`src/rtl/gbp_pkg.sv`:
```
// shared types, codes and constants for the gps baud probe and configure sequencer
package gbp_pkg;

   localparam int BAUD_COUNT_DEF      = 6;
   localparam int FAST_BAUD_INDEX_DEF = 3;
   localparam int PROBE_FRAMES_DEF    = 2;

   localparam int CSR_INDEX_W = 3;
   localparam int CSR_DATA_W  = 16;

   typedef enum logic [2:0] {
      OP_TICK     = 3'd0,
      OP_FRAME    = 3'd1,
      OP_ACK      = 3'd2,
      OP_NAK      = 3'd3,
      OP_POSITION = 3'd4
   } op_type;

   typedef enum logic [2:0] {
      MODE_PROBE  = 3'd0,
      MODE_NEWCFG = 3'd1,
      MODE_LEGACY = 3'd2,
      MODE_RAISE  = 3'd3,
      MODE_RUN    = 3'd4
   } mode_type;

   typedef enum logic [1:0] {
      ACK_IDLE = 2'd0,
      ACK_OK   = 2'd1,
      ACK_NAK  = 2'd2
   } ack_type;

   typedef enum logic [CSR_INDEX_W-1:0] {
      CSR_TX_PRESENT     = 3'd0,
      CSR_PROBE_DWELL    = 3'd1,
      CSR_ACK_TIMEOUT    = 3'd2,
      CSR_SILENCE        = 3'd3,
      CSR_BAUD_SETTLE    = 3'd4,
      CSR_BAUD_VERIFY    = 3'd5,
      CSR_MAX_ATTEMPTS   = 3'd6
   } csr_index_type;

   // candidate baud rates, extra indices count as fast
   localparam logic [17:0] BAUD_RATE_TABLE [0:7] = '{
      18'd115200, 18'd9600, 18'd38400, 18'd57600,
      18'd230400, 18'd19200, 18'd115200, 18'd115200
   };

   localparam logic [17:0] BAUD_MID = 18'd38400;
   localparam logic [17:0] BAUD_LOW = 18'd19200;

   localparam logic [8:0] NAV_RATE_FAST = 9'd100;
   localparam logic [8:0] NAV_RATE_MID  = 9'd200;
   localparam logic [8:0] NAV_RATE_SLOW = 9'd500;

   localparam logic [1:0] ATTEMPT_MAX = 2'd3;

   typedef struct packed {
      logic [2:0] mode;
      logic [2:0] port_baud_index;
      logic       port_retune;
      logic       drain_tx;
      logic       send_new_config;
      logic       send_legacy_config;
      logic       disable_nmea;
      logic [8:0] nav_rate_ms;
      logic       send_baud_change;
      logic       config_applied;
      logic       used_new_config;
   } result_type;

endpackage

```
`src/rtl/gbp_if.sv`:
```
// channel interfaces for events, results and register writes
interface gbp_req_if;
   logic        valid;
   logic        ready;
   logic [2:0]  op;
   logic [31:0] now_ms;
   modport source (output valid, op, now_ms, input ready);
   modport sink (input valid, op, now_ms, output ready);
endinterface

interface gbp_rsp_if;
   logic       valid;
   logic       ready;
   logic [2:0] mode;
   logic [2:0] port_baud_index;
   logic       port_retune;
   logic       drain_tx;
   logic       send_new_config;
   logic       send_legacy_config;
   logic       disable_nmea;
   logic [8:0] nav_rate_ms;
   logic       send_baud_change;
   logic       config_applied;
   logic       used_new_config;
   modport source (output valid, mode, port_baud_index, port_retune, drain_tx,
                   send_new_config, send_legacy_config, disable_nmea, nav_rate_ms,
                   send_baud_change, config_applied, used_new_config, input ready);
   modport sink (input valid, mode, port_baud_index, port_retune, drain_tx,
                 send_new_config, send_legacy_config, disable_nmea, nav_rate_ms,
                 send_baud_change, config_applied, used_new_config, output ready);
endinterface

interface gbp_csr_if;
   logic                             valid;
   logic                             ready;
   logic [gbp_pkg::CSR_INDEX_W-1:0]  index;
   logic [gbp_pkg::CSR_DATA_W-1:0]   data;
   modport source (output valid, index, data, input ready);
   modport sink (input valid, index, data, output ready);
endinterface

```
`src/rtl/gps_baud_probe_configure_fsm_core.sv`:
```
// gps link sequencer: baud probing, module configuration and link supervision
//
// req_if carries one event per transaction (op and a millisecond time stamp).
// every event yields exactly one result transaction on rsp_if with the current
// mode, the port baud index and the command flags raised by that event.
// csr_if writes the tx present, timing and attempt registers; it is always ready.
// an accepted event lands in an input register, the step logic runs in the
// next cycle and the result is held in an output register. one event per
// cycle is sustained while rsp_if does not stall, set by the combinational
// step logic between the two registers.
// when rsp_if stalls the result waits in the output register while one more
// event is held in the input register; req_if.ready drops only when both are
// full. reset returns to probing at baud index 0 with all registers at their
// defaults, no pending events and no pending result.
module gps_baud_probe_configure_fsm_core #(
   parameter int BAUD_COUNT      = gbp_pkg::BAUD_COUNT_DEF,
   parameter int FAST_BAUD_INDEX = gbp_pkg::FAST_BAUD_INDEX_DEF,
   parameter int PROBE_FRAMES    = gbp_pkg::PROBE_FRAMES_DEF
) (
   input logic        clock,
   input logic        reset,
   gbp_req_if.sink    req_if,
   gbp_rsp_if.source  rsp_if,
   gbp_csr_if.sink    csr_if
);
   import gbp_pkg::*;

   // configuration registers
   logic        tx_present_ff;
   logic [15:0] probe_dwell_ff;
   logic [15:0] ack_timeout_ff;
   logic [15:0] silence_ff;
   logic [15:0] baud_settle_ff;
   logic [15:0] baud_verify_ff;
   logic [1:0]  max_attempts_ff;

   // pipeline registers
   logic        in_valid_ff;
   logic [2:0]  in_op_ff;
   logic [31:0] in_now_ff;
   logic        out_valid_ff;
   result_type  out_ff;
   logic        advance;

   // sequencer state
   mode_type    mode_ff, mode_in;
   logic [2:0]  baud_ff, baud_in;
   logic [2:0]  prior_ff, prior_in;
   logic [1:0]  good_ff, good_in;
   logic [1:0]  attempt_ff, attempt_in;
   logic [31:0] entered_ff, entered_in;
   logic [31:0] last_frame_ff, last_frame_in;
   logic [31:0] last_pos_ff, last_pos_in;
   ack_type     ack_ff, ack_in;
   logic        pos_seen_ff, pos_seen_in;
   logic        raise_done_ff, raise_done_in;
   logic        switched_ff, switched_in;
   logic        applied_ff, applied_in;
   logic        new_form_ff, new_form_in;

   result_type  res;
   logic [2:0]  baud_wrap;
   logic [3:0]  wrap_v;

   assign advance      = in_valid_ff && (!out_valid_ff || rsp_if.ready);
   assign req_if.ready = !in_valid_ff || advance;
   assign csr_if.ready = 1'b1;

   always_ff @(posedge clock) begin
      if (reset) begin
         tx_present_ff   <= 1'b1;
         probe_dwell_ff  <= 16'd2500;
         ack_timeout_ff  <= 16'd1100;
         silence_ff      <= 16'd5000;
         baud_settle_ff  <= 16'd150;
         baud_verify_ff  <= 16'd2000;
         max_attempts_ff <= 2'd3;
      end else if (csr_if.valid) begin
         case (csr_if.index)
            CSR_TX_PRESENT:   tx_present_ff   <= csr_if.data[0];
            CSR_PROBE_DWELL:  probe_dwell_ff  <= csr_if.data;
            CSR_ACK_TIMEOUT:  ack_timeout_ff  <= csr_if.data;
            CSR_SILENCE:      silence_ff      <= csr_if.data;
            CSR_BAUD_SETTLE:  baud_settle_ff  <= csr_if.data;
            CSR_BAUD_VERIFY:  baud_verify_ff  <= csr_if.data;
            CSR_MAX_ATTEMPTS: max_attempts_ff <= csr_if.data[1:0];
            default: ;
         endcase
      end
   end

   // input register
   always_ff @(posedge clock) begin
      if (reset) begin
         in_valid_ff <= 1'b0;
      end else if (req_if.ready) begin
         in_valid_ff <= req_if.valid;
      end
      if (req_if.valid && req_if.ready) begin
         in_op_ff  <= req_if.op;
         in_now_ff <= req_if.now_ms;
      end
   end

   // output register
   always_ff @(posedge clock) begin
      if (reset) begin
         out_valid_ff <= 1'b0;
      end else if (advance) begin
         out_valid_ff <= 1'b1;
      end else if (rsp_if.ready) begin
         out_valid_ff <= 1'b0;
      end
      if (advance) begin
         out_ff <= res;
      end
   end

   always_ff @(posedge clock) begin
      if (reset) begin
         mode_ff       <= MODE_PROBE;
         baud_ff       <= 3'd0;
         prior_ff      <= 3'd0;
         good_ff       <= 2'd0;
         attempt_ff    <= 2'd0;
         entered_ff    <= 32'd0;
         last_frame_ff <= 32'd0;
         last_pos_ff   <= 32'd0;
         ack_ff        <= ACK_IDLE;
         pos_seen_ff   <= 1'b0;
         raise_done_ff <= 1'b0;
         switched_ff   <= 1'b0;
         applied_ff    <= 1'b0;
         new_form_ff   <= 1'b0;
      end else if (advance) begin
         mode_ff       <= mode_in;
         baud_ff       <= baud_in;
         prior_ff      <= prior_in;
         good_ff       <= good_in;
         attempt_ff    <= attempt_in;
         entered_ff    <= entered_in;
         last_frame_ff <= last_frame_in;
         last_pos_ff   <= last_pos_in;
         ack_ff        <= ack_in;
         pos_seen_ff   <= pos_seen_in;
         raise_done_ff <= raise_done_in;
         switched_ff   <= switched_in;
         applied_ff    <= applied_in;
         new_form_ff   <= new_form_in;
      end
   end

   // next candidate baud index, wrapped at the candidate count
   always_comb begin
      wrap_v = {1'b0, baud_ff} + 4'd1;
      for (int k = 0; k < 4; k++) begin
         if (wrap_v >= 4'(BAUD_COUNT)) begin
            wrap_v = wrap_v - 4'(BAUD_COUNT);
         end
      end
      baud_wrap = wrap_v[2:0];
   end

   always_comb begin
      logic [31:0] since;
      logic [17:0] rate;
      logic        do_probe;
      logic        do_config;
      logic        do_finish;
      logic        do_retune;

      mode_in       = mode_ff;
      baud_in       = baud_ff;
      prior_in      = prior_ff;
      good_in       = good_ff;
      attempt_in    = attempt_ff;
      entered_in    = entered_ff;
      last_frame_in = last_frame_ff;
      last_pos_in   = last_pos_ff;
      ack_in        = ack_ff;
      pos_seen_in   = pos_seen_ff;
      raise_done_in = raise_done_ff;
      switched_in   = switched_ff;
      applied_in    = applied_ff;
      new_form_in   = new_form_ff;
      res           = '0;
      do_probe      = 1'b0;
      do_config     = 1'b0;
      do_finish     = 1'b0;
      do_retune     = 1'b0;
      since         = in_now_ff - entered_ff;
      rate          = BAUD_RATE_TABLE[baud_ff];

      case (in_op_ff)
         OP_TICK: begin
            case (mode_ff)
               MODE_PROBE: begin
                  if (good_ff >= 2'(PROBE_FRAMES)) begin
                     do_config = 1'b1;
                  end else if (since > {16'd0, probe_dwell_ff}) begin
                     baud_in  = baud_wrap;
                     do_probe = 1'b1;
                  end
               end
               MODE_NEWCFG: begin
                  if (ack_ff == ACK_OK) begin
                     new_form_in = 1'b1;
                     do_finish   = 1'b1;
                  end else if (ack_ff == ACK_NAK || since > {16'd0, ack_timeout_ff}) begin
                     res.send_legacy_config = 1'b1;
                     ack_in     = ACK_IDLE;
                     mode_in    = MODE_LEGACY;
                     entered_in = in_now_ff;
                  end
               end
               MODE_LEGACY: begin
                  if (ack_ff == ACK_OK) begin
                     new_form_in      = 1'b0;
                     res.disable_nmea = 1'b1;
                     do_finish        = 1'b1;
                  end else if (ack_ff == ACK_NAK || since > {16'd0, ack_timeout_ff}) begin
                     mode_in    = MODE_RUN;
                     entered_in = in_now_ff;
                  end
               end
               MODE_RAISE: begin
                  if (!switched_ff) begin
                     if (since > {16'd0, baud_settle_ff}) begin
                        res.drain_tx = 1'b1;
                        prior_in     = baud_ff;
                        baud_in      = 3'(FAST_BAUD_INDEX);
                        do_retune    = 1'b1;
                        switched_in  = 1'b1;
                        entered_in   = in_now_ff;
                     end
                  end else if (pos_seen_ff) begin
                     res.nav_rate_ms = NAV_RATE_FAST;
                     ack_in          = ACK_IDLE;
                     last_pos_in     = in_now_ff;
                     mode_in         = MODE_RUN;
                     entered_in      = in_now_ff;
                  end else if (since > {16'd0, baud_verify_ff}) begin
                     baud_in       = prior_ff;
                     do_retune     = 1'b1;
                     last_frame_in = in_now_ff;
                     last_pos_in   = in_now_ff;
                     mode_in       = MODE_RUN;
                     entered_in    = in_now_ff;
                  end
               end
               MODE_RUN: begin
                  if (in_now_ff - last_frame_ff > {16'd0, silence_ff}) begin
                     applied_in = 1'b0;
                     do_probe   = 1'b1;
                  end else if (applied_ff &&
                               in_now_ff - last_pos_ff > {16'd0, silence_ff}) begin
                     applied_in = 1'b0;
                     do_config  = 1'b1;
                  end
               end
               default: ;
            endcase
         end
         OP_FRAME: begin
            last_frame_in = in_now_ff;
            if (mode_ff == MODE_PROBE && good_ff < 2'(PROBE_FRAMES)) begin
               good_in = good_ff + 2'd1;
            end
         end
         OP_ACK: ack_in = ACK_OK;
         OP_NAK: ack_in = ACK_NAK;
         OP_POSITION: begin
            last_frame_in = in_now_ff;
            if (mode_ff == MODE_PROBE && good_ff < 2'(PROBE_FRAMES)) begin
               good_in = good_ff + 2'd1;
            end
            pos_seen_in = 1'b1;
            last_pos_in = in_now_ff;
         end
         default: ;
      endcase

      // accepted configuration: pick nav rate, maybe raise baud
      if (do_finish) begin
         applied_in  = 1'b1;
         last_pos_in = in_now_ff;
         ack_in      = ACK_IDLE;
         entered_in  = in_now_ff;
         if (rate >= BAUD_MID) begin
            res.nav_rate_ms = NAV_RATE_FAST;
         end else if (rate >= BAUD_LOW) begin
            res.nav_rate_ms = NAV_RATE_MID;
         end else begin
            res.nav_rate_ms = NAV_RATE_SLOW;
         end
         if (rate < BAUD_MID && !raise_done_ff) begin
            raise_done_in        = 1'b1;
            res.send_baud_change = 1'b1;
            switched_in          = 1'b0;
            mode_in              = MODE_RAISE;
         end else begin
            mode_in = MODE_RUN;
         end
      end

      if (do_config) begin
         entered_in = in_now_ff;
         if (!tx_present_ff || attempt_ff >= max_attempts_ff) begin
            mode_in = MODE_RUN;
         end else begin
            if (attempt_ff < ATTEMPT_MAX) begin
               attempt_in = attempt_ff + 2'd1;
            end
            res.send_new_config = 1'b1;
            ack_in              = ACK_IDLE;
            mode_in             = MODE_NEWCFG;
         end
      end

      if (do_probe) begin
         good_in       = 2'd0;
         raise_done_in = 1'b0;
         mode_in       = MODE_PROBE;
         entered_in    = in_now_ff;
         do_retune     = 1'b1;
      end

      if (do_retune) begin
         res.port_retune = 1'b1;
         ack_in          = ACK_IDLE;
         pos_seen_in     = 1'b0;
      end

      res.mode            = mode_in;
      res.port_baud_index = baud_in;
      res.config_applied  = applied_in;
      res.used_new_config = new_form_in;
   end

   assign rsp_if.valid              = out_valid_ff;
   assign rsp_if.mode               = out_ff.mode;
   assign rsp_if.port_baud_index    = out_ff.port_baud_index;
   assign rsp_if.port_retune        = out_ff.port_retune;
   assign rsp_if.drain_tx           = out_ff.drain_tx;
   assign rsp_if.send_new_config    = out_ff.send_new_config;
   assign rsp_if.send_legacy_config = out_ff.send_legacy_config;
   assign rsp_if.disable_nmea       = out_ff.disable_nmea;
   assign rsp_if.nav_rate_ms        = out_ff.nav_rate_ms;
   assign rsp_if.send_baud_change   = out_ff.send_baud_change;
   assign rsp_if.config_applied     = out_ff.config_applied;
   assign rsp_if.used_new_config    = out_ff.used_new_config;

   a_step_fills_output: assert property (@(posedge clock) disable iff (reset)
      advance |=> out_valid_ff)
      else $error("stepped event did not produce a result");

   a_baud_change_mode: assert property (@(posedge clock) disable iff (reset)
      (out_valid_ff && out_ff.send_baud_change) |-> out_ff.mode == MODE_RAISE)
      else $error("baud change request outside baud raise");

   a_new_config_mode: assert property (@(posedge clock) disable iff (reset)
      (out_valid_ff && out_ff.send_new_config) |-> out_ff.mode == MODE_NEWCFG)
      else $error("new config queued outside new config mode");

   a_rate_applied: assert property (@(posedge clock) disable iff (reset)
      (out_valid_ff && out_ff.nav_rate_ms != 9'd0) |-> out_ff.config_applied)
      else $error("nav rate requested without applied configuration");

   a_good_bounded: assert property (@(posedge clock) disable iff (reset)
      good_ff <= 2'(PROBE_FRAMES))
      else $error("good frame count beyond probe limit");

endmodule
```
`src/flat_wrapper.sv`:
```
// flat-port wrapper written by rule: the top's interface ports become plain ports
module gps_baud_probe_configure_fsm_core_flat import gbp_pkg::*;
#(
   parameter int BAUD_COUNT      = gbp_pkg::BAUD_COUNT_DEF,
   parameter int FAST_BAUD_INDEX = gbp_pkg::FAST_BAUD_INDEX_DEF,
   parameter int PROBE_FRAMES    = gbp_pkg::PROBE_FRAMES_DEF
)
  (clock, reset, req_if_valid, req_if_op, req_if_now_ms, req_if_ready, rsp_if_valid, rsp_if_mode, rsp_if_port_baud_index, rsp_if_port_retune, rsp_if_drain_tx, rsp_if_send_new_config, rsp_if_send_legacy_config, rsp_if_disable_nmea, rsp_if_nav_rate_ms, rsp_if_send_baud_change, rsp_if_config_applied, rsp_if_used_new_config, rsp_if_ready, csr_if_valid, csr_if_index, csr_if_data, csr_if_ready);
  gbp_req_if req_if_i ();
  gbp_rsp_if rsp_if_i ();
  gbp_csr_if csr_if_i ();
  input logic clock;
  input logic reset;
  input wire logic [$bits(req_if_i.valid)-1:0] req_if_valid;
  input wire logic [$bits(req_if_i.op)-1:0] req_if_op;
  input wire logic [$bits(req_if_i.now_ms)-1:0] req_if_now_ms;
  output wire logic [$bits(req_if_i.ready)-1:0] req_if_ready;
  output wire logic [$bits(rsp_if_i.valid)-1:0] rsp_if_valid;
  output wire logic [$bits(rsp_if_i.mode)-1:0] rsp_if_mode;
  output wire logic [$bits(rsp_if_i.port_baud_index)-1:0] rsp_if_port_baud_index;
  output wire logic [$bits(rsp_if_i.port_retune)-1:0] rsp_if_port_retune;
  output wire logic [$bits(rsp_if_i.drain_tx)-1:0] rsp_if_drain_tx;
  output wire logic [$bits(rsp_if_i.send_new_config)-1:0] rsp_if_send_new_config;
  output wire logic [$bits(rsp_if_i.send_legacy_config)-1:0] rsp_if_send_legacy_config;
  output wire logic [$bits(rsp_if_i.disable_nmea)-1:0] rsp_if_disable_nmea;
  output wire logic [$bits(rsp_if_i.nav_rate_ms)-1:0] rsp_if_nav_rate_ms;
  output wire logic [$bits(rsp_if_i.send_baud_change)-1:0] rsp_if_send_baud_change;
  output wire logic [$bits(rsp_if_i.config_applied)-1:0] rsp_if_config_applied;
  output wire logic [$bits(rsp_if_i.used_new_config)-1:0] rsp_if_used_new_config;
  input wire logic [$bits(rsp_if_i.ready)-1:0] rsp_if_ready;
  input wire logic [$bits(csr_if_i.valid)-1:0] csr_if_valid;
  input wire logic [$bits(csr_if_i.index)-1:0] csr_if_index;
  input wire logic [$bits(csr_if_i.data)-1:0] csr_if_data;
  output wire logic [$bits(csr_if_i.ready)-1:0] csr_if_ready;
  assign req_if_i.valid = req_if_valid;
  assign req_if_i.op = req_if_op;
  assign req_if_i.now_ms = req_if_now_ms;
  assign req_if_ready = req_if_i.ready;
  assign rsp_if_valid = rsp_if_i.valid;
  assign rsp_if_mode = rsp_if_i.mode;
  assign rsp_if_port_baud_index = rsp_if_i.port_baud_index;
  assign rsp_if_port_retune = rsp_if_i.port_retune;
  assign rsp_if_drain_tx = rsp_if_i.drain_tx;
  assign rsp_if_send_new_config = rsp_if_i.send_new_config;
  assign rsp_if_send_legacy_config = rsp_if_i.send_legacy_config;
  assign rsp_if_disable_nmea = rsp_if_i.disable_nmea;
  assign rsp_if_nav_rate_ms = rsp_if_i.nav_rate_ms;
  assign rsp_if_send_baud_change = rsp_if_i.send_baud_change;
  assign rsp_if_config_applied = rsp_if_i.config_applied;
  assign rsp_if_used_new_config = rsp_if_i.used_new_config;
  assign rsp_if_i.ready = rsp_if_ready;
  assign csr_if_i.valid = csr_if_valid;
  assign csr_if_i.index = csr_if_index;
  assign csr_if_i.data = csr_if_data;
  assign csr_if_ready = csr_if_i.ready;
  gps_baud_probe_configure_fsm_core #(.BAUD_COUNT(BAUD_COUNT), .FAST_BAUD_INDEX(FAST_BAUD_INDEX), .PROBE_FRAMES(PROBE_FRAMES)) u_core (.clock(clock), .reset(reset), .req_if(req_if_i), .rsp_if(rsp_if_i), .csr_if(csr_if_i));
endmodule
```
`config.mk`:
```
export PLATFORM = sky130hd
export DESIGN_NAME = gps_baud_probe_configure_fsm_core_flat
export DESIGN_NICKNAME = d
export VERILOG_FILES = /design/src/rtl/gbp_pkg.sv /design/src/rtl/gbp_if.sv /design/src/rtl/gps_baud_probe_configure_fsm_core.sv /design/src/flat_wrapper.sv
export SDC_FILE = /design/constraint.sdc
export NUM_CORES = 1
export LEC_CHECK = 0
export BUFFER_PORTS_ARGS = -buffer_cell sky130_fd_sc_hd__buf_2
export CAP_MARGIN = 20
export CORE_ASPECT_RATIO = 0.7
export CORE_UTILIZATION = 55
export DETAILED_ROUTE_END_ITERATION = 8
export MAX_ROUTING_LAYER = met4
export PLACE_DENSITY = 0.75
export SYNTH_ARGS = -nofsm -noshare
export SYNTH_HDL_FRONTEND = slang
export SYNTH_SLANG_ARGS = --single-unit
```
`constraint.sdc`:
```
create_clock -name clock -period 9 [get_ports clock]
set_input_delay 0.9 -clock clock [delete_from_list [all_inputs] [get_ports clock]]
set_output_delay 0.9 -clock clock [all_outputs]
set_load 0.005 [all_outputs]
```
==> Word-level counts from Yosys, hierarchy flattened <==
Memory sizes are Yosys's and may differ from the RTL's.
Index checks and enable logic that the tools add are counted.
{ "op_classes": {"addsub": 10, "order_cmp": 18, "eq_ne": 27, "n_mux": 112, "bitwise_logic": 6, "reduce_logical": 46} }
{ "ops": {"columns": ["op", "n"], "rows": [
  ["2-to-1 mux 32 bit", 16],
  ["> comparator 32 x 16 -> 1 bit", 6],
  ["one-hot mux 32 bit (2 select lines)", 3],
  ["subtractor 32 bit", 3],
  ["2-to-1 mux 3 bit", 21],
  ["2-to-1 mux 9 bit", 5],
  ["2-to-1 mux 1 bit", 42],
  ["2-to-1 mux 18 bit", 2],
  ["2-to-1 mux 2 bit", 11],
  ["== test 3 x 2 -> 1 bit (second input constant)", 6],
  ["greater-or-equal comparator 18 x 15 -> 1 bit (second input constant)", 1],
  ["greater-or-equal comparator 18 x 16 -> 1 bit (second input constant)", 1],
  ["< comparator 18 x 16 -> 1 bit (second input constant)", 1],
  ["AND reduction 2 bit", 9],
  ["greater-or-equal comparator 4 x 3 -> 1 bit (second input constant)", 4],
  ["== test 3 bit (second input constant)", 5],
  ["nonzero test 2 bit", 7],
  ["2-to-1 mux 4 bit", 3],
  ["subtractor 4 x 3 -> 4 bit (second input constant)", 3],
  ["2-to-1 mux 10 bit", 1],
  ["AND reduction 5 bit", 2],
  ["== test 3 x 1 -> 1 bit (second input constant)", 3],
  ["zero test 3 bit", 3],
  ["one-hot mux 3 bit (3 select lines)", 1],
  ["37 further kinds", 60]
]} }
{ "totals": {"regBits": 259, "mem_bits_ro": 144, "in_bits": 59, "word_cells": 256, "memories": 1} }
{ "memory_table": {"columns": ["memory", "words", "width", "read_ports", "rd_clocked_by_memory_dff", "write_ports", "line", "source"], "rows": [
  ["(name not given)", 8, 18, 1, 0, 0, "gps_baud_probe_configure_fsm_core.sv:192", "rate = BAUD_RATE_TABLE[baud_ff];"]
]} }

==> Depth between registers and ports, before layout <==
{ "depth": {"ltp_word": 13, "mapped_depth": 26, "mapped_depth_nobuf": 25} }

==> Least setup slack after synthesis <==
No wires, ideal clock.
{ "synth_timing": {"path_type": "reg2reg", "start": "reg u_core.in_now_ff[0]", "end": "reg u_core.entered_ff[1]", "setup_ns": 0.128, "t_arrival_ns": 5.479, "path_slack_ns": 3.393, "path_stages_with_launch": 25, "synth_period_minus_slack_ns": 5.607, "path_cell_list": "edfxtp_1 > inv_1 > ha_1 > inv_1 > fa_1 > a21o_1 > a311o_1 > a21oi_1 > o21ai_0 > xor2_1 > ha_1 > nand3_1 > nor4_2 > and4_2 > nor3_1 > nor3_1 > o2111ai_1 > or4_4 > nor4b_2 > nand4_1 > o311a_4 > o311ai_4 > buf_6 > mux2i_1 > nor2_1"} }
{ "synth_between": {"elab_chain_len": 9, "elab_cells_between_ends": 29} }
{ "synth_rtl": {"columns": ["item", "line", "source"], "rows": [
  ["start, declared", "gps_baud_probe_configure_fsm_core.sv:40", "logic [31:0] in_now_ff;"],
  ["start signal, assigned", "gps_baud_probe_configure_fsm_core.sv:101", "in_now_ff <= req_if.now_ms;"],
  ["subtractor 32 bit", "gps_baud_probe_configure_fsm_core.sv:256", "in_now_ff - last_pos_ff > {16'd0, silence_ff}) begin"],
  ["> comparator 32 x 16 -> 1 bit", "gps_baud_probe_configure_fsm_core.sv:256", null],
  ["logical AND 1 bit", "gps_baud_probe_configure_fsm_core.sv:255", "end else if (applied_ff &&"],
  ["2-to-1 mux 1 bit", "gps_baud_probe_configure_fsm_core.sv:255", null],
  ["2-to-1 mux 1 bit", "gps_baud_probe_configure_fsm_core.sv:252", "if (in_now_ff - last_frame_ff > {16'd0, silence_ff}) begin"],
  ["one-hot mux 1 bit (2 select lines)", "gps_baud_probe_configure_fsm_core.sv:196", "case (mode_ff)"],
  ["2-to-1 mux 1 bit", "gps_baud_probe_configure_fsm_core.sv:194", "case (in_op_ff)"],
  ["inequality test 7 x 6 -> 1 bit (no line) (tied with other cells)", null, null],
  ["AND reduction 7 bit (no line) or 2-to-1 mux 32 bit (tied branches)", null, null],
  ["end signal, assigned", "gps_baud_probe_configure_fsm_core.sv:141", "entered_ff <= entered_in;"],
  ["end, declared", "gps_baud_probe_configure_fsm_core.sv:51", "logic [31:0] entered_ff, entered_in;"]
]} }
Several ways; a longest one is shown, not always the timed one.
A chain may end at the register's enable or synchronous reset.

==> Worst setup path in the final report <==
{ "layout_timing": {"start": "reg u_core.in_now_ff[0]", "end": "reg u_core.entered_ff[7]"} }
Same word-level chain as after synthesis.

==> results.yml <==
detailed_routing:
  vias_per_cell: 5.90
  drt_iter0_markers: 1454
  routed_wirelength_um: 48800
  antenna_violating_nets_post_route: 0
  wire_per_inst_um: 18.0
  first_pass_drt_iterations: 6
  drc: 0
  detailroute.via_count: 15992
synth:
  synth_edf_count: 54
  synth_seq_area_share: 0.315
  ys_ff_latch: 255
  synthTopCellsByArea: "sky130_fd_sc_hd__dfxtp_1 22%, sky130_fd_sc_hd__ha_1 14%, sky130_fd_sc_hd__edfxtp_1 9.0%"
  postSynthCellCount: 2234
  yosys.cell_types.count: 88
  yosysWarnings: 0
  synth.most_common_cell: "sky130_fd_sc_hd__nand2_1"
  synth_flop_cell: "sky130_fd_sc_hd__dfxtp_1"
  mappedNetlistArea_um2: 17900
  synth.avg_cell_area_um2: 8.03
  ys_top_cells_by_count: "332 x sky130_fd_sc_hd__nand2_1, 244 x sky130_fd_sc_hd__a21oi_1, 210 x sky130_fd_sc_hd__inv_1"
  asr_flop_ratio_synth: 0
  synth_top_cell_by_area: "sky130_fd_sc_hd__dfxtp_1"
  synth_top_area_share: 0.224
layout:
  layout-area-overhead-vs-synth_pct: 8.49
  multi_input_area_um2: 11100
  diodes: 0
  n_fill_cell: 2887
  fin_nets: 2534
  regArea_um2: 5650
  final-instance-count-excl-fill: 2712
  layout-drive-gt1-share: 0.0711
sta:
  final_period_minus_worst_setup_slack_ns: 6.58
  slew_worst_pin_ns: 1.03
  worst_clock_skew_ns: 0.0241
  timing.slew.headroom: 0.313
  post_route_fraction_of_the_period_consumed_by_the_critical_path: 0.731
  final_critical_path_setup_slack_ns: 2.42
  setup-violations-final: 0
  finalSetupTns_ns: 0
  fmax_ghz: 0.152
  unrepaired_setup_endpoints_after_global_routing: "no"
  hold_viol_final: 0
  final_max_slew_viol_count: 0
clock_network:
  clkTransAtPathRegs_ns: 0.06
  cts-htree-levels: 1
  cts_buffers: 27
  count_of_instances_resized_after_the_clock_tree_is_built: 0
  tritoncts_clock_tree: "yes"
  clock-root-buffer: "sky130_fd_sc_hd__clkbuf_16"
  clock_tree_buffer_depth: 3
  clock_latency_ns: 0.57
  cts_sinks: 255
  post_cts.repair.setup_buffers: 0
  hold_buffers: 0
worst_setup_path:
  cp-start-kind: "flip-flop"
  required_ns: 9.43
  ff2ff_path_depth: 24
  critical_path.reg2reg.startpoint: "u_core.in_now_ff[0]$_DFFE_PP_"
  cp_max_fo: 32
  r2r_setup_slack_ns: 2.42
  crit_path_top_delay_cell: "sky130_fd_sc_hd__or4_4"
  timing.critical_path.arrival_ns: 7.01
  critical_path_s_largest_stage_delay_ns: 0.55
  setup.worst_path.end_class: "flip-flop"
  r2r_end: "u_core.entered_ff[7]$_SDFFE_PP0P_"
  crit_chain: "inv_1 -> ha_1 -> inv_1 -> fa_1 -> a21o_1 -> a311o_1 -> a21oi_1 -> o21ai_0 -> xor2_1 -> ha_1 -> nand3_1 -> nor4_2 -> and4_2 -> nor3_1 -> nor3_1 -> o2111ai_1 -> or4_4 -> nor4b_2 -> nand4_1 -> o311a_4 -> o311ai_4 -> buf_4 -> mux2i_1 -> nor2_1"
  timing_worst_setup_path_type: "reg -> reg"
floorplan:
  start_util: 0.567
  die_width_um: 218
  core_um2: 31600
  std_cell_rows: 54
  die_h_um: 153
  design.portCount: 85
  die_area_um2: 33300
hold_path:
  worstHoldEndpoint: "u_core.ack_timeout_ff[7]$_SDFFE_PP0P_"
  hold_crit_start: "u_core.ack_timeout_ff[7]$_SDFFE_PP0P_"
  holdCritPathClass: "reg -> reg"
  hold-path-cell-count: 2
power_and_ir_drop:
  total_leakage_power_nw: 7.87
  post-layout-total-power_mw: 3.02
  max-vdd-ir-drop_mv: 0.166
  power_report.internal_total_mw: 2.11
  power_frac_seq: 0.409
  pwr-share-clk: 0.378
  total_switching_power_mw: 0.906
  power_per_cell_area_nw_per_um2: 155
  sw_frac_of_total: 0.300
  comb_power_share: 0.213
global_route:
  grt_pass1_vias: 14543
  grt.total_usage: 0.299
  grt_antenna_before_repair: 0
  globalRouteOverflowTotal: 0
  grt_start_max_net_pins: 133
  global_route_wire_length_before_repair_um: 77500
placed_design:
  pre_cts_setup_slack_ns: 2.51
  globalplace.congestion: 0.997
  dpl.cell_count: 2662
  hpwlAfterDp_um: 37400
  port_buffers: 81
job:
  max_cap_violations: 0
run_status:
  run_status: "finished, final reports clean"
==> final cells by class <==
class / count / area share
multi-input cells: 1689 / 0.573
flip-flops and latches: 255 / 0.290
inverters: 210 / 0.0405
clock buffers: 41 / 0.0390
well taps: 420 / 0.0270
repair buffers: 89 / 0.0243
clock inverters: 8 / 0.00643
==> worst max-delay path by stage <==
stage                                              from                           endpoint
after global placement    u_core.in_now_ff[0]$_DFFE_PP_  u_core.entered_ff[8]$_SDFFE_PP0P_
final                     u_core.in_now_ff[0]$_DFFE_PP_  u_core.entered_ff[7]$_SDFFE_PP0P_
after detailed placement  u_core.in_now_ff[0]$_DFFE_PP_  u_core.entered_ff[0]$_SDFFE_PP0P_
after floorplan           u_core.in_now_ff[0]$_DFFE_PP_  u_core.entered_ff[1]$_SDFFE_PP0P_
after global routing      u_core.in_now_ff[0]$_DFFE_PP_  u_core.entered_ff[7]$_SDFFE_PP0P_
after CTS                 u_core.in_now_ff[0]$_DFFE_PP_  u_core.entered_ff[7]$_SDFFE_PP0P_
==> power by group through the flow <==
stage	logic (mW)	registers [mW]	clock network, mW
after floorplan	0.457	1.25	0
after global placement	0.605	1.26	0
after detailed placement	0.621	1.26	0
after CTS	0.626	1.24	1.16
after global routing	0.709	1.24	1.20
final	0.642	1.24	1.14
==> cells by family (layout without fill, tap and decap cells) <==
logic type                 Yosys count  after routing  share of synthesized area
AOI/OAI and AO/OA                  561            561                      0.198
muxes                               80             80                     0.0449
adders and majority gates          204            204                      0.143
xor gates and xnor gates            79             79                     0.0386
and+or+nand+nor                    762            762                      0.194
buffers and inverters              291            348                     0.0655
other                                2              3                   0.000419
DFF                                255            255                      0.315
==> worst max-delay path: cells and delay by family, from the launching register on <==
kind	cells	cell delay [ns]
mux	1	0.29
fa+ha+maj	3	0.90
simple gates	9	2.12
flops	1	0.43
xor+xnor	1	0.16
compound gates	7	1.78
buf+inv	3	0.71
==> sequential cells by signal (all words and copies together) (netlist names), 2 cells and up <==
register / cells
u_core.ack_ff: 2
u_core.ack_timeout_ff: 16
u_core.attempt_ff: 2
u_core.baud_ff: 3
u_core.baud_settle_ff: 16
u_core.baud_verify_ff: 16
u_core.entered_ff: 32
u_core.good_ff: 2
u_core.in_now_ff: 32
u_core.in_op_ff: 3
u_core.last_frame_ff: 32
u_core.last_pos_ff: 32
u_core.max_attempts_ff: 2
u_core.mode_ff: 3
u_core.prior_ff: 3
u_core.probe_dwell_ff: 16
u_core.rsp_if.mode: 3
u_core.rsp_if.nav_rate_ms: 5
u_core.rsp_if.port_baud_index: 3
u_core.silence_ff: 16
==> cell usage in the layout, fill, tap and decap left out, types with 18 or more instances in the layout <==
| master | n |
|---|---|
| sky130_fd_sc_hd__nor2_1 | 186 |
| sky130_fd_sc_hd__mux2i_1 | 77 |
| sky130_fd_sc_hd__o21a_1 | 21 |
| sky130_fd_sc_hd__xnor2_1 | 49 |
| sky130_fd_sc_hd__dfxtp_1 | 201 |
| sky130_fd_sc_hd__nand2b_1 | 29 |
| sky130_fd_sc_hd__nand2_1 | 332 |
| sky130_fd_sc_hd__nand3_1 | 37 |
| sky130_fd_sc_hd__a21oi_1 | 243 |
| sky130_fd_sc_hd__inv_1 | 210 |
| sky130_fd_sc_hd__edfxtp_1 | 54 |
| sky130_fd_sc_hd__buf_2 | 80 |
| sky130_fd_sc_hd__a21o_1 | 36 |
| sky130_fd_sc_hd__o211ai_1 | 27 |
| sky130_fd_sc_hd__o21ai_0 | 86 |
| sky130_fd_sc_hd__nand4_1 | 34 |
| sky130_fd_sc_hd__xor2_1 | 30 |
| sky130_fd_sc_hd__nor3_1 | 27 |
| sky130_fd_sc_hd__ha_1 | 200 |
| sky130_fd_sc_hd__clkbuf_16 | 27 |
| sky130_fd_sc_hd__nor2b_1 | 23 |
| sky130_fd_sc_hd__a211o_1 | 18 |
==> per-stage QoR <==
step                      utilization  hold slack (ns)  cell area [um2]
final                           0.615            0.454            19400
after CTS                       0.615            0.455            19400
after floorplan                     -            0.436            17900
after global routing            0.615            0.469            19400
after detailed placement        0.587            0.447            18600
after global placement          0.587            0.442            18600
==> metal layers <==
metal  part of all wire  up-vias  track usage
met2               0.40      545        0.414
li1                   -     7895            -
met3              0.084       67       0.0583
met5                  0        -            -
met4              0.016        0       0.0516
met1               0.50     7485        0.447
No activity file was read; power rests on OpenSTA's default activity.
